## src/design/fpd_pkg.sv

```systemverilog
package fpd_pkg;

   localparam int WORD_BITS = 64;
   localparam int FRAC_BITS = 32;
   localparam int STEPS     = WORD_BITS + FRAC_BITS;
   localparam int CNT_W     = $clog2(STEPS);

   localparam logic [WORD_BITS-1:0] MAX_MAG = {1'b0, {(WORD_BITS-1){1'b1}}};

   typedef logic [WORD_BITS-1:0] word_type;

   typedef struct packed {
      logic start;
      logic pop;
   } core_ctl_type;

   typedef struct packed {
      logic busy;
      logic done;
   } core_sts_type;

endpackage

```

## src/design/fpd_core.sv

```systemverilog
module fpd_core
   import fpd_pkg::*;
(
   input  logic         clock,
   input  logic         reset,
   input  core_ctl_type ctl,
   input  word_type     num_mag,
   input  word_type     den_mag,
   output core_sts_type sts,
   output word_type     quo,
   output logic         sat
);

   localparam logic [1:0] S_IDLE = 2'd0;
   localparam logic [1:0] S_RUN  = 2'd1;
   localparam logic [1:0] S_DONE = 2'd2;

   logic [1:0]       state_ff, state_in;
   logic [CNT_W-1:0] cnt_ff, cnt_in;
   word_type         num_ff, num_in;
   word_type         den_ff, den_in;
   word_type         rem_ff, rem_in;
   word_type         quo_ff, quo_in;
   logic             sat_ff, sat_in;

   logic             bit_in;
   logic [WORD_BITS:0] shifted;
   logic [WORD_BITS:0] trial;
   logic             ge;

   assign bit_in  = num_ff[WORD_BITS-1];
   assign shifted = {rem_ff, bit_in};
   assign trial   = shifted - {1'b0, den_ff};
   assign ge      = ~trial[WORD_BITS];

   always_comb begin
      state_in = state_ff;
      cnt_in   = cnt_ff;
      num_in   = num_ff;
      den_in   = den_ff;
      rem_in   = rem_ff;
      quo_in   = quo_ff;
      sat_in   = sat_ff;
      unique case (state_ff)
         S_IDLE: begin
            if (ctl.start) begin
               num_in   = num_mag;
               den_in   = den_mag;
               rem_in   = '0;
               quo_in   = '0;
               sat_in   = 1'b0;
               cnt_in   = '0;
               state_in = S_RUN;
            end
         end
         S_RUN: begin
            num_in = {num_ff[WORD_BITS-2:0], 1'b0};
            rem_in = ge ? trial[WORD_BITS-1:0] : shifted[WORD_BITS-1:0];
            quo_in = {quo_ff[WORD_BITS-2:0], ge};
            sat_in = sat_ff | quo_ff[WORD_BITS-2];
            cnt_in = cnt_ff + CNT_W'(1);
            if (cnt_ff == CNT_W'(STEPS - 1)) begin
               state_in = S_DONE;
            end
         end
         S_DONE: begin
            if (ctl.pop) begin
               state_in = S_IDLE;
            end
         end
         default: state_in = S_IDLE;
      endcase
   end

   always_ff @(posedge clock) begin
      if (reset) begin
         state_ff <= S_IDLE;
         cnt_ff   <= '0;
      end else begin
         state_ff <= state_in;
         cnt_ff   <= cnt_in;
      end
      num_ff <= num_in;
      den_ff <= den_in;
      rem_ff <= rem_in;
      quo_ff <= quo_in;
      sat_ff <= sat_in;
   end

   assign sts.busy = (state_ff != S_IDLE);
   assign sts.done = (state_ff == S_DONE);
   assign quo      = quo_ff;
   assign sat      = sat_ff;

`ifndef SYNTHESIS
   a_start_clears_count: assert property (@(posedge clock) disable iff (reset)
      (state_ff == S_IDLE && ctl.start) |=> (cnt_ff == '0 && state_ff == S_RUN))
      else $error("count not cleared on start");
   a_done_holds: assert property (@(posedge clock) disable iff (reset)
      (state_ff == S_DONE && !ctl.pop) |=> (state_ff == S_DONE && $stable(quo_ff)))
      else $error("finished result lost before pop");
   a_divisor_stable: assert property (@(posedge clock) disable iff (reset)
      (state_ff == S_RUN) |=> $stable(den_ff))
      else $error("divisor changed mid-division");
   a_sat_sticky: assert property (@(posedge clock) disable iff (reset)
      (state_ff == S_RUN && sat_ff) |=> sat_ff)
      else $error("saturation flag dropped");
`endif

endmodule

```

## src/design/fixed_point_divide_q32_32.sv

```systemverilog
// Signed Q32.32 divider, one quotient per item.
// Request channel: req_dividend and req_divisor, 64-bit two's complement,
// taken on a rising edge with req_valid high and req_stall low.
// Response channel: rsp_quotient, 64-bit two's complement, one beat per
// request, taken on a rising edge with rsp_valid high and rsp_stall low.
// A zero operand gives zero; a quotient magnitude at or above 2^63-1
// saturates to 2^63-1 and carries the sign of the operands.
// Timing: the restoring shift-subtract loop produces one quotient bit per
// cycle over 96 steps; the result then moves into the output register when
// that register is free, and the next request is taken after the hand-off.
// One request at a time is in the loop; the output register holds a
// finished result while the loop starts on the next request.
// When rsp_stall is high the response holds steady; a second finished
// result waits inside the loop and req_stall stays high until it moves on.
// Reset is synchronous and active high; it drops any request in flight
// and any pending response, and req_stall is high while reset is applied.
module fixed_point_divide_q32_32
   import fpd_pkg::*;
(
   input  logic                        clock,
   input  logic                        reset,
   input  logic                        req_valid,
   output logic                        req_stall,
   input  logic signed [WORD_BITS-1:0] req_dividend,
   input  logic signed [WORD_BITS-1:0] req_divisor,
   output logic                        rsp_valid,
   input  logic                        rsp_stall,
   output logic signed [WORD_BITS-1:0] rsp_quotient
);

   core_ctl_type ctl;
   core_sts_type sts;
   word_type     num_mag, den_mag;
   word_type     core_quo;
   logic         core_sat;

   logic         neg_ff, neg_in;
   logic         zero_ff, zero_in;
   logic         rsp_valid_ff, rsp_valid_in;
   word_type     rsp_quo_ff, rsp_quo_in;

   logic         accept;
   logic         out_free;
   word_type     mag;

   assign req_stall = sts.busy | reset;
   assign accept    = req_valid & ~req_stall;

   assign num_mag = req_dividend[WORD_BITS-1] ? (word_type'(0) - word_type'(req_dividend))
                                              : word_type'(req_dividend);
   assign den_mag = req_divisor[WORD_BITS-1] ? (word_type'(0) - word_type'(req_divisor))
                                             : word_type'(req_divisor);

   assign out_free  = ~rsp_valid_ff | ~rsp_stall;
   assign ctl.start = accept;
   assign ctl.pop   = sts.done & out_free;

   fpd_core u_core (
      .clock   (clock),
      .reset   (reset),
      .ctl     (ctl),
      .num_mag (num_mag),
      .den_mag (den_mag),
      .sts     (sts),
      .quo     (core_quo),
      .sat     (core_sat)
   );

   always_comb begin
      neg_in  = neg_ff;
      zero_in = zero_ff;
      if (accept) begin
         neg_in  = req_dividend[WORD_BITS-1] ^ req_divisor[WORD_BITS-1];
         zero_in = (req_dividend == '0) | (req_divisor == '0);
      end
   end

   always_comb begin
      if (zero_ff) begin
         mag = '0;
      end else if (core_sat || core_quo == MAX_MAG) begin
         mag = MAX_MAG;
      end else begin
         mag = core_quo;
      end
   end

   always_comb begin
      rsp_valid_in = rsp_valid_ff;
      rsp_quo_in   = rsp_quo_ff;
      if (ctl.pop) begin
         rsp_valid_in = 1'b1;
         rsp_quo_in   = neg_ff ? (word_type'(0) - mag) : mag;
      end else if (!rsp_stall) begin
         rsp_valid_in = 1'b0;
      end
   end

   always_ff @(posedge clock) begin
      if (reset) begin
         rsp_valid_ff <= 1'b0;
      end else begin
         rsp_valid_ff <= rsp_valid_in;
      end
      neg_ff     <= neg_in;
      zero_ff    <= zero_in;
      rsp_quo_ff <= rsp_quo_in;
   end

   assign rsp_valid    = rsp_valid_ff;
   assign rsp_quotient = rsp_quo_ff;

endmodule
```

## config.mk

```make
export PLATFORM = sky130hd
export DESIGN_NAME = fixed_point_divide_q32_32
export DESIGN_NICKNAME = d
export VERILOG_FILES = /design/src/design/fpd_pkg.sv /design/src/design/fpd_core.sv /design/src/design/fixed_point_divide_q32_32.sv
export SDC_FILE = /design/constraint.sdc
export NUM_CORES = 1
export LEC_CHECK = 0
export BUFFER_PORTS_ARGS = -buffer_cell sky130_fd_sc_hd__buf_2
export CAP_MARGIN = 20
export CORE_MARGIN = 4
export CORE_UTILIZATION = 50
export CTS_CLUSTER_SIZE = 28
export DETAILED_ROUTE_END_ITERATION = 8
export GPL_ROUTABILITY_DRIVEN = 1
export PLACE_DENSITY = 0.71
export SLEW_MARGIN = 20
export SYNTH_ARGS = -nofsm -noshare
export SYNTH_HDL_FRONTEND = slang
export SYNTH_SLANG_ARGS = --single-unit
```

## constraint.sdc

```tcl
create_clock -name clock -period 7.7 [get_ports clock]
set_clock_uncertainty 0.15 [all_clocks]
set_input_delay 0.385 -clock clock [delete_from_list [all_inputs] [get_ports clock]]
set_output_delay 0.385 -clock clock [all_outputs]
set_load 0.005 [all_outputs]
```

Word level (Yosys, flattened, before mapping)
Cells that the tools add are included.
- flip-flop bits (word level): 333
- input bits: 132
- $add $sub $neg: 5
- reduce and logical (&&, ||, !) cells: 9
- muxes and demuxes: 21
- equal/unequal tests: 8
- bitwise gates (word level): 11
- operators by type and width (operator ; count):
    $mux W64 ; 7
    $pmux W64 S2 ; 3
    $sub A1 B64 Y64 const A ; 3
    $logic_not A64 Y1 ; 2
    $sub A65 B64 Y65 ; 1
    $eq A64 B63 Y1 const B ; 1
    $mux W63 ; 1
    $pmux W7 S2 ; 1
    $add A7 B1 Y7 const B ; 1
    $eq A7 B7 Y1 const B ; 1
    $mux W7 ; 1
    $mux W2 ; 3
    $pmux W2 S3 ; 1
    $ne A2 B1 Y1 const B ; 2
    $ne A2 B2 Y1 const B ; 2
    $not A1 Y1 ; 4
    $or A1 B1 Y1 ; 4
    $reduce_and A2 Y1 ; 2
    $reduce_bool A2 Y1 ; 2
    $mux W1 ; 3
    $reduce_and A3 Y1 ; 1
    $and A1 B1 Y1 ; 2
    $eq A2 B1 Y1 const B ; 1
    $eq A2 B2 Y1 const B ; 1
    other kinds (4) ; 4

Depth between registers and ports, before layout
- word-level depth: 6
- depth in mapped cells: 17

Modules after synthesis
A second synthesis with hierarchy kept.
- cells, all modules: 2359
- area, all modules: 22156.2 um^2
- modules (own cells, without submodules) (module ; times used ; area each (um^2) ; cells each ; seq. area each (um^2)):
    fpd_core ; 1 ; 14574.0 ; 1398 ; 7897.6
    fixed_point_divide_q32_32 ; 1 ; 7582.3 ; 961 ; 2001.9

Least setup slack after synthesis
No wires, ideal clock.
- kind: input port to flip-flop
- start point: input reset
- end point: register u_core.cnt_ff[3]
- path buffers: 0
- cell stages on the path: 6
- setup slack: 1749 ps
- data arrival time: 5673 ps
- library setup time: 128 ps
- cells stage by stage: nor3_1 > nand2_1 > nand2_1 > o21ai_0 > a22oi_1 > nor2_1
- cells in the longest elaborated chain, start to end: 5
- RTL lines (what ; line ; text):
    start, declared ; fixed_point_divide_q32_32.sv:21 ; input logic reset,
    $or A1 B1 Y1 ; fixed_point_divide_q32_32.sv:46 ; assign req_stall = sts.busy | reset;
    $not A1 Y1 ; fixed_point_divide_q32_32.sv:47 ; assign accept = req_valid & ~req_stall;
    $and A1 B1 Y1 ; fixed_point_divide_q32_32.sv:47 ;
    $ne A2 B2 Y1 (no source line) ; -- ;
    $reduce_and A2 Y1 (no source line) ; -- ;
    end signal, assigned ; fpd_core.sv:81 ; cnt_ff <= cnt_in;
    end, declared ; fpd_core.sv:19 ; logic [CNT_W-1:0] cnt_ff, cnt_in;
Several ways; a longest one is shown, not always the timed one.
A chain may end at the register's enable or synchronous reset.

Final worst setup path
- start point: register u_core.den_ff[0]
- end point: register u_core.rem_ff[57] (data pin)
- cells in the longest elaborated chain, start to end: 3
- RTL lines (what ; line ; text):
    start, declared ; fpd_core.sv:21 ; word_type den_ff, den_in;
    start signal, assigned ; fpd_core.sv:84 ; den_ff <= den_in;
    $sub A65 B64 Y65 ; fpd_core.sv:33 ; assign trial = shifted - {1'b0, den_ff};
    $mux W64 ; fpd_core.sv:58 ; rem_in = ge ? trial[WORD_BITS-1:0] : shifted[WORD_BITS-1:0];
    $pmux W64 S2 ; fpd_core.sv:44 ; unique case (state_ff)
    end signal, assigned ; fpd_core.sv:85 ; rem_ff <= rem_in;
    end, declared ; fpd_core.sv:22 ; word_type rem_ff, rem_in;
Every way passes these cells.

==> impl_metrics.tcl <==
set metrics [dict create \
    status "finished, final reports clean" \
    period_needed_ps 5060 \
    viasPerCell 5.95 \
    grt_pass1_vias 17200 \
    rrSetupSlack_ps 2640 \
    synth_xor_area_share_pct 8.72 \
    drc 0 \
    power_w 0.00566 \
    grt_pass1_wl_um 92100 \
    synth.top_cell.area_share_pct 44.5 \
    rows 76 \
    maxCapViolations 0 \
    critPathBufInv 1 \
    cts.reportedPaths.clkPinSlew_ps 70 \
    io_buffer_count 197 \
    tritoncts "yes" \
    syn-cell-area_mm2 0.0218 \
    yosysUniqueCellTypes 70 \
    grt_use_met3_pct 2.92 \
    initial_utilization_pct 50.6 \
    p_per_area_mw_per_mm2 230 \
    cp.arrival_ps 5280 \
    grt-ovfl-total 0 \
    wl_per_cell_um 18.9 \
    ir_worst_vdd_uv 142 \
    synth_area_leader_cell "edfxtp_1" \
    synthCells 2298 \
    ys.warnings.count 0 \
    muxShareOfSynthArea_pct 2.45 \
    final_cell_mix "edfxtp_1 (323), nand2_1 (227), nor2_1 (213)" \
    fin_nets 2655 \
    multiInputGateArea_mm2 0.0112 \
    synth.avg_cell_area_um2 9.48 \
    crit_path_top_delay_cell "a211oi_4" \
    die_area_mm2 0.0470 \
    regArea_mm2 0.00990 \
    ys_ff_latch 333 \
    use_met2_pct 39.4 \
    grt_most_used_layer "met2" \
    gr-usage-all-layers_pct 23.9 \
    met1_usage_pct 33.0 \
    antenna_found_initial 2 \
    synth-compound-area-share_pct 16.6 \
    crit_required_ps 7910 \
    synth_fa_ha_area_share_pct 4.00 \
    async_flop_share_pct 0 \
    flow.area_growth_from_synthesis_pct 12.9 \
    drive_above_1_share_pct 12.3 \
    clock.fmax_mhz 197 \
    grt_max_degree 122 \
    path_cells "ha_1 > inv_1 > fa_1 > a211oi_1 > o21bai_1 > o21ai_0 > a211o_1 > a311oi_1 > o21a_1 > o21ai_0 > a211oi_4 > nand2_1 > o32ai_1" \
    critPathTopFamily "compound AO/OA/AOI/OAI gates" \
    cts_buffers 38 \
    synth_top_family_by_area "simple AND/OR/NAND/NOR gates" \
    slew_headroom_pct 30.7 \
    power_leakage_nw 9.29 \
    fin_crit_sh_pct 65.8 \
    hold_viol 0 \
    synth-seq-area-share_pct 45.4 \
    critPathKind "flop to flop" \
    dpl.hpwl_um 41700 \
    cts_root_buf "clkbuf_16" \
    cts_resized 0 \
    worst_path_largest_cell_delay_ps 880 \
    grt_setup_unrepaired "false" \
    endpoint_kind "flop" \
    path_max_fanout 18 \
    finalSetupTns_ps 0 \
    cts.sinks 333 \
    synth_flop_cell "edfxtp_1" \
    firstDrtPassIters 6 \
    cts_max_path_buffers 3 \
    start_kind "flop" \
    synth_nets 2499 \
    yosys-top-cells-area "edfxtp_1 (45%), xnor2_1 (5.0%), o21ai_0 (4.7%), nand2_1 (3.9%), ha_1 (3.9%)" \
    hold_class "primary input to flop" \
    ant_nets 0 \
    setup_viol 0 \
    fp.dieW_um 217 \
    die_h_um 217 \
    n_fill_cell 3837 \
    coreArea_mm2 0.0431 \
    synth-simple-area-share_pct 19.3 \
    final_common_cell "edfxtp_1" \
    routed-via-count 18300 \
    ios 198 \
    place.gp.congestion 0.973 \
    wl_um 58100 \
    slew_viol_final 0 \
    synth_edf_count 323 \
    crit_path_frequent_cell "o21ai_0" \
    drtIter0Drc 1634 \
    htreeDepth 2 \
    clkLatencyLatePin_ps 550 \
    tightestPinTransition_ps 1040 \
]
power by group:
part | leakage, nW | internal, W | switching, W
Sequential | 3.20 | 0.00225 | 0.000140
Combinational | 5.53 | 0.000594 | 0.000937
Clock | 0.562 | 0.000998 | 0.000739
Total | 9.29 | 0.00384 | 0.00182
registers in the layout (all words and copies together) (netlist names), 2 cells and up:
signal           cells
rsp_quotient        64
u_core.den_ff       64
u_core.num_ff       64
u_core.quo          64
u_core.rem_ff       64
u_core.cnt_ff        7
u_core.state_ff      2
cells by family after synthesis:
family	Yosys count
compound gates	574
xor+xnor	217
fa+ha+maj	69
buf+inv	200
flops	333
mux	53
simple gates	852
worst paths after layout:
kind,depth (start not counted),endpoint,start
hold reg to reg,2,u_core.cnt_ff[1]$_SDFFE_PP0P_,u_core.cnt_ff[1]$_SDFFE_PP0P_
setup reg to reg,13,u_core.rem_ff[57]$_SDFFCE_PN0P_,u_core.den_ff[0]$_DFFE_PP_
hold / removal,2,u_core.den_ff[52]$_DFFE_PP_,req_divisor[52]
setup / recovery,13,u_core.rem_ff[57]$_SDFFCE_PN0P_,u_core.den_ff[0]$_DFFE_PP_
synth_stat cells (all sizes together) (41+ instances only):
| cell | instances |
|---|---|
| nand2 | 228 |
| inv | 86 |
| mux2i | 51 |
| ha | 68 |
| nor3 | 66 |
| clkbuf | 105 |
| nand4 | 41 |
| a21oi | 115 |
| o31ai | 43 |
| o21ai | 207 |
| nor2 | 213 |
| a21o | 41 |
| xnor2 | 124 |
| nand3 | 46 |
| xor2 | 93 |
| and2 | 77 |
| edfxtp | 323 |
cell type report:
class                   instances  share of cell area [%]
clock buffers                  46                    4.07
well taps                     585                    2.97
repair buffers                230                    5.27
multi-input cells            1765                    45.4
diodes                          2                  0.0203
clock inverters                21                   0.702
inverters                      86                    1.31
flip-flops and latches        333                    40.2
per-layer routing:
metal	up-vias	share of wire, %
li1	8758	-
met1	8750	44
met2	649	47
met3	105	5.8
met4	0	2.9
met5	-	0
stage by stage:
step / hold slack (ps) / util [%] / instances / instance area, um^2 / setup slack, ps
after global placement: 323 / 53.9 / 2980 / 23200 / 2860
after CTS: 1.15 / 57.1 / 3066 / 24600 / 2740
after detailed placement: 332 / 53.9 / 2980 / 23200 / 2740
after floorplan: 310 / - / 2298 / 21800 / 1750
final: 23.5 / 57.1 / 3068 / 24600 / 2640
after global routing: 32.0 / 57.1 / 3068 / 24600 / 2370
what timing repair did:
item                      in CTS  in global routing
hold buffers                  19                  0
buffers inserted               0                  0
hold endpoints to repair      25                  0
No activity file was read; power rests on OpenSTA's default activity.
